`config.mk`:
```
export PLATFORM = sky130hd
export DESIGN_NAME = msbt_ctrl
export DESIGN_NICKNAME = d
export VERILOG_FILES = /design/src/rtl/msbt_pkg.sv /design/src/rtl/msbt_ctrl.sv
export SDC_FILE = /design/constraint.sdc
export NUM_CORES = 1
export LEC_CHECK = 0
export BUFFER_PORTS_ARGS = -buffer_cell sky130_fd_sc_hd__buf_2
export CORE_AREA = 2 2 39 41
export CTS_CLUSTER_SIZE = 8
export DETAILED_ROUTE_END_ITERATION = 8
export DIE_AREA = 0 0 41 43
export GPL_TIMING_DRIVEN = 0
export PLACE_DENSITY = 0.57
export SKIP_LAST_GASP = 1
export SYNTH_ARGS = -nofsm -noshare
export SYNTH_HDL_FRONTEND = slang
export SYNTH_SLANG_ARGS = --single-unit
```
`constraint.sdc`:
```
create_clock -name clk -period 1.1 [get_ports clk]
set_input_delay 0.11 -clock clk [delete_from_list [all_inputs] [get_ports clk]]
set_output_delay 0.11 -clock clk [all_outputs]
set_load 0.05 [all_outputs]
```
`src/rtl/msbt_pkg.sv`:
```
// ----------------------------------------------------------------------------
// msbt_pkg: shared types and constants for the largest-square search block
// Sizes, payload types, controller/datapath command and status structs, and
// small helper functions used by more than one file.
// ----------------------------------------------------------------------------
package msbt_pkg;

	// sizing
	localparam int MAX_DIM   = 64;
	localparam int CELL_BITS = 16;

	localparam int DEPTH  = MAX_DIM * MAX_DIM;
	localparam int IDX_W  = (MAX_DIM > 1) ? $clog2(MAX_DIM) : 1;
	localparam int CRD_W  = IDX_W + 1;
	localparam int DIM_W  = $clog2(MAX_DIM + 1);
	localparam int ADDR_W = (DEPTH > 1) ? $clog2(DEPTH) : 1;
	localparam int CNT_W  = $clog2(DEPTH + 1);
	localparam int TOT_W  = 2 * DIM_W;
	localparam int DIAG_W = $clog2(2 * MAX_DIM);
	localparam int DSUM_W = DIM_W + 1;
	localparam int PROD_W = IDX_W + DIM_W;
	localparam int SUM_W  = CELL_BITS + ADDR_W;

	// fixed field widths
	localparam int CFG_DIM_W  = 7;
	localparam int LIMIT_W    = 29;
	localparam int CFG_DATA_W = 29;
	localparam int CFG_IDX_W  = 2;
	localparam int SIDE_W     = 7;
	localparam int CMP_W      = (SUM_W > LIMIT_W) ? SUM_W : LIMIT_W;

	localparam int SIDE_TOP = (2 ** SIDE_W) - 1;
	localparam int MAX_SIDE = (MAX_DIM < SIDE_TOP) ? MAX_DIM : SIDE_TOP;

	typedef logic [CRD_W-1:0]      crd_t;
	typedef logic [DIM_W-1:0]      dim_t;
	typedef logic [ADDR_W-1:0]     addr_t;
	typedef logic [CNT_W-1:0]      cnt_t;
	typedef logic [TOT_W-1:0]      tot_t;
	typedef logic [DIAG_W-1:0]     diag_t;
	typedef logic [DSUM_W-1:0]     dsum_t;
	typedef logic [PROD_W-1:0]     prod_t;
	typedef logic [SUM_W-1:0]      sum_t;
	typedef logic [CMP_W-1:0]      cmp_t;
	typedef logic [CELL_BITS-1:0]  cell_t;
	typedef logic [SIDE_W-1:0]     side_t;
	typedef logic [LIMIT_W-1:0]    limit_t;
	typedef logic [CFG_DIM_W-1:0]  cfg_dim_t;
	typedef logic [CFG_DATA_W-1:0] cfg_data_t;
	typedef logic [CFG_IDX_W-1:0]  cfg_idx_t;

	// register indexes
	typedef enum logic [CFG_IDX_W-1:0] {
		REG_ROWS  = 2'd0,
		REG_COLS  = 2'd1,
		REG_LIMIT = 2'd2
	} cfg_reg_t;

	// controller -> datapath
	typedef struct packed {
		logic load_cell;
		logic search_init;
		logic diag_init;
		logic diag_next;
		logic note;
		logic walk_begin;
		logic walk_shrink;
		logic walk_step;
		logic res_load;
	} msbt_cmd_t;

	// datapath -> controller
	typedef struct packed {
		logic load_last;
		logic below;
		logic upper_out;
		logic window_empty;
		logic walk_last;
		logic diag_last;
	} msbt_stat_t;

	// zero counts as one, anything above the array size counts as the array size
	function automatic dim_t eff_dim(input cfg_dim_t v);
		dim_t r;
		if (v == '0) begin
			r = dim_t'(1);
		end else if (int'(v) > MAX_DIM) begin
			r = dim_t'(MAX_DIM);
		end else begin
			r = dim_t'(v);
		end
		return r;
	endfunction

	// clamp a side to the output field
	function automatic side_t sat_side(input crd_t v);
		side_t r;
		if (int'(v) > SIDE_TOP) begin
			r = side_t'(SIDE_TOP);
		end else begin
			r = side_t'(v);
		end
		return r;
	endfunction

endpackage

```
`src/rtl/msbt_ctrl.sv`:
```
// ----------------------------------------------------------------------------
// msbt_ctrl: search sequencer
// Loads cells, then steps the two-pointer window along every diagonal and
// hands the best side to the output register.
// ----------------------------------------------------------------------------
module msbt_ctrl (
	input  logic                 clk,
	input  logic                 arst_n,
	input  logic                 cell_valid,
	output logic                 cell_ready,
	output logic                 side_valid,
	input  logic                 side_ready,
	input  msbt_pkg::msbt_stat_t stat,
	output msbt_pkg::msbt_cmd_t  cmd
);

	typedef enum logic [2:0] {
		ST_LOAD,
		ST_DIAG_START,
		ST_DECIDE,
		ST_WALK,
		ST_DRAIN,
		ST_FINISH
	} state_t;

	state_t state_q;
	logic   side_valid_q;
	logic   diag_done;
	logic   res_free;

	// diagonal ends when the upper corner leaves the matrix, or an empty window
	// is already at the limit
	assign diag_done = stat.upper_out || (!stat.below && stat.window_empty);
	assign res_free  = !side_valid_q || side_ready;

	assign cell_ready = (state_q == ST_LOAD);
	assign side_valid = side_valid_q;

	always_comb begin
		cmd = '0;
		case (state_q)
			ST_LOAD: begin
				cmd.load_cell   = cell_valid;
				cmd.search_init = cell_valid && stat.load_last;
			end
			ST_DIAG_START: begin
				cmd.diag_init = 1'b1;
			end
			ST_DECIDE: begin
				cmd.note = stat.below;
				if (diag_done) begin
					cmd.diag_next = !stat.diag_last;
				end else begin
					cmd.walk_begin  = 1'b1;
					cmd.walk_shrink = !stat.below;
				end
			end
			ST_WALK: begin
				cmd.walk_step = 1'b1;
			end
			ST_FINISH: begin
				cmd.res_load = res_free;
			end
			default: begin
				cmd = '0;
			end
		endcase
	end

	always_ff @(posedge clk or negedge arst_n) begin
		if (!arst_n) begin
			state_q      <= ST_LOAD;
			side_valid_q <= 1'b0;
		end else begin
			// new result takes the output register, else a taken one leaves it
			if ((state_q == ST_FINISH) && res_free) begin
				side_valid_q <= 1'b1;
			end else if (side_valid_q && side_ready) begin
				side_valid_q <= 1'b0;
			end
			case (state_q)
				ST_LOAD: begin
					if (cell_valid && stat.load_last) begin
						state_q <= ST_DIAG_START;
					end
				end
				ST_DIAG_START: begin
					state_q <= ST_DECIDE;
				end
				ST_DECIDE: begin
					if (diag_done) begin
						state_q <= stat.diag_last ? ST_FINISH : ST_DIAG_START;
					end else begin
						state_q <= ST_WALK;
					end
				end
				ST_WALK: begin
					if (stat.walk_last) begin
						state_q <= ST_DRAIN;
					end
				end
				ST_DRAIN: begin
					state_q <= ST_DECIDE;
				end
				ST_FINISH: begin
					if (res_free) begin
						state_q <= ST_LOAD;
					end
				end
				default: begin
					state_q <= ST_LOAD;
				end
			endcase
		end
	end

endmodule

```
==> results_dict.tcl <==
set metrics [dict create \
    finalSetupViolCount 11 \
    syn_inst 33 \
    fill_cells 137 \
    clk-insertion-delay-late_ns 0.24 \
    path_cells "nand2b_4 -> or2_4 -> nor2b_4 -> buf_8" \
    netlist_area_um2 274.0 \
    die_x_um 41 \
    place_area_um2 470.5 \
    timing.rr.start "state_q[0]$_DFFE_PN0P_" \
    hold_class "in -> reg" \
    crit_fanout 4 \
    synth.avg_cell_area_um2 8.303 \
    reg2reg_to "state_q[1]$_DFFE_PN0P_" \
    worst_pin_slew_ns 0.2666 \
    nets 80 \
    layout_min_cycle_time_ns 1.430 \
    ctsHtreeMaxLevel 1 \
    yosys.area.top_type "dfrtp_1" \
    rsz0062_at_grt "yes" \
    fin_worst_skew_ns 0.002918 \
    hold_depth 2 \
    vias 393 \
    numPortBuffers 20 \
    grt-ovfl-total 0 \
    post-route-util 0.5072 \
    regArea_um2 105.1 \
    seq_area_frac_synth 0.3653 \
    grt_first_pass_wirelength_um 1449 \
    grt_pass1_vias 365 \
    slew_headroom 0.8223 \
    cpPeakStageDelay_ns 0.42 \
    ioPinCount 21 \
    hold_viol 0 \
    min_from "stat[0]" \
    dieArea_um2 1763 \
    drt_pass1_iterations 3 \
    peakVddDrop_mv 1.075 \
    synth_top_area_frac 0.3653 \
    root_buffer "clkbuf_4" \
    worst-r2r-cell-count 5 \
    postRouteAntennaNets 0 \
    hpwl_um 575.5 \
    drt_iter0_markers 1 \
    setup.worst_path.start_class "register" \
    clock-sinks 4 \
    path_class "reg -> out" \
    grt_use_total 0.1247 \
    finalPower_uw 2093 \
    critPathArrivalTime_ns 1.32 \
    fin_cells 84 \
    yosysUniqueCellTypes 22 \
    yosys_warnings 0 \
    setup_slack_ns -0.3304 \
    synth_area_leaders "dfrtp_1 (37%), nor3_1 (5.5%), nand2b_1 (4.6%)" \
    core_area_um2 1384 \
    fmax_mhz 699.1 \
    power.leakage_uw 0.0003360 \
    drive_gt1_frac 0.8088 \
    diodes 0 \
    crit_path_top_delay_cell "dfrtp_2" \
    drc 0 \
    power.density_nw_per_um2 2981 \
    synth_seq_cells 4 \
    finalMaxSlewViolations 0 \
    design_area_um2 701.9 \
    wl_per_cell_um 10.85 \
    place_inst 69 \
    finalCritPeriodShare 1.300 \
    maxCapViolCount 0 \
    outcome "complete, but fails checks" \
    start_util 0.1980 \
    path_clk_slew_ns 0.03 \
    num_rows 14 \
    cts_tree "yes" \
    multi_input_comb_area_um2 259.0 \
    gp_congestion 0.6672 \
    syn2layout_area_growth_pct 156.2 \
    grt_max_degree 8 \
    synth_nets 43 \
    vias_per_cell 4.679 \
    hold-path-endpoint "state_q[2]$_DFFE_PN0P_" \
    totalWireLength_um 911 \
    cts_buffers 3 \
    cp.required_ns 0.99 \
    die_h_um 43 \
    ff2ff_setup_slack_ns -0.03 \
    cts_max_path_buffers 2 \
    endpoint_kind "output port" \
    antenna_found_initial 0 \
    violations "setup timing" \
]
[flip-flops by register name (all words and copies together), names as in the netlist]
name / flops
state_q: 3
side_valid: 1
[repair_timing]
action / in CTS / in global routing
hold buffers: 1 / 0
hold endpoints to repair: 4 / 0
setup endpoints to repair: 13 / 13
resized for setup: 33 / 5
pin swaps: 5 / 5
buffers inserted: 7 / 5
gates cloned: 0 / 0
[layout make-up]
class | instances | share of cell area
sequential | 4 | 0.1497
clock buffer | 3 | 0.03209
inverter | 3 | 0.01961
tap | 16 | 0.02852
timing repair buffer | 32 | 0.4011
multi-input combinational | 26 | 0.3690
[synthesized netlist by cell type]
master and number:
and3_1 1, nand3_1 1, nor2b_1 1, nand2_1 2, a21boi_0 1, a31oi_1 1
or2_4 1, and3_2 1, and2_2 1, and2_1 1, inv_1 3, o22ai_1 2
nor2_1 2, dfrtp_1 4, a32o_1 1, and2b_1 1, o21ai_0 1, a21o_1 1
nand2b_1 2, nor3_1 3, nor3b_1 1, a2bb2oi_1 1
[worst max path at each step]
stage / startpoint / to / cells past startpoint
2_1_floorplan: state_q[1]$_DFFE_PN0P_ / cmd[7] / 2
3_3_place_gp: state_q[0]$_DFFE_PN0P_ / cmd[5] / 4
3_5_place_dp: state_q[0]$_DFFE_PN0P_ / cmd[5] / 4
4_1_cts: state_q[2]$_DFFE_PN0P_ / cmd[5] / 4
5_1_grt: state_q[0]$_DFFE_PN0P_ / cmd[5] / 4
6_report: state_q[1]$_DFFE_PN0P_ / cmd[0] / 4
[report_power, final]
part,switching (uW),internal [uW],total (uW)
registers,101,216,317
clock network,59.5,122,182
logic,833,762,1590
[kinds of logic (layout without fill, tap and decap cells)]
group                  count (synthesis)  after routing  share of synthesized area
and+or+nand+nor                       18             18                     0.3836
AOI/OAI and AO/OA                      8              8                     0.2101
DFF                                    4              4                     0.3653
buffers and inverters                  3             38                    0.04109
[cell usage in the layout (no fill, tap or decap), types with 2 or more instances in the layout]
cell / Yosys / final
buf_2: 0 / 10
buf_8: 0 / 5
nor2_4: 0 / 2
buf_6: 0 / 7
dfrtp_2: 0 / 4
buf_4: 0 / 9
nand2_1: 2 / 2
clkbuf_4: 0 / 3
nor3_4: 0 / 2
o22ai_1: 2 / 2
and2_4: 0 / 2
[metal layers]
metal | track usage | share of wire
met4 | 0.06000 | 0.015
met3 | 0.06806 | 0.11
met1 | 0.1424 | 0.36
met5 | 0 | 0
met2 | 0.1813 | 0.52
[stage by stage]
step           hold WS, ns  setup TNS (ns)  setup slack (ns)
2_1_floorplan      -0.1856          -1.841           -0.3514
3_3_place_gp      -0.08287          -2.088           -0.3676
3_5_place_dp      -0.08255          -2.158           -0.3743
4_1_cts             0.1728          -2.689           -0.3618
5_1_grt             0.1992          -3.356           -0.3897
6_report            0.1881          -2.621           -0.3304
[critical path, delay by kind of cell, from the launching register on]
| family | cells | cell delay, ns |
|---|---|---|
| AND/OR/NAND/NOR | 3 | 0.52 |
| flip-flops | 1 | 0.42 |
| buffers and inverters | 1 | 0.15 |
No activity file was read; power rests on OpenSTA's default activity.
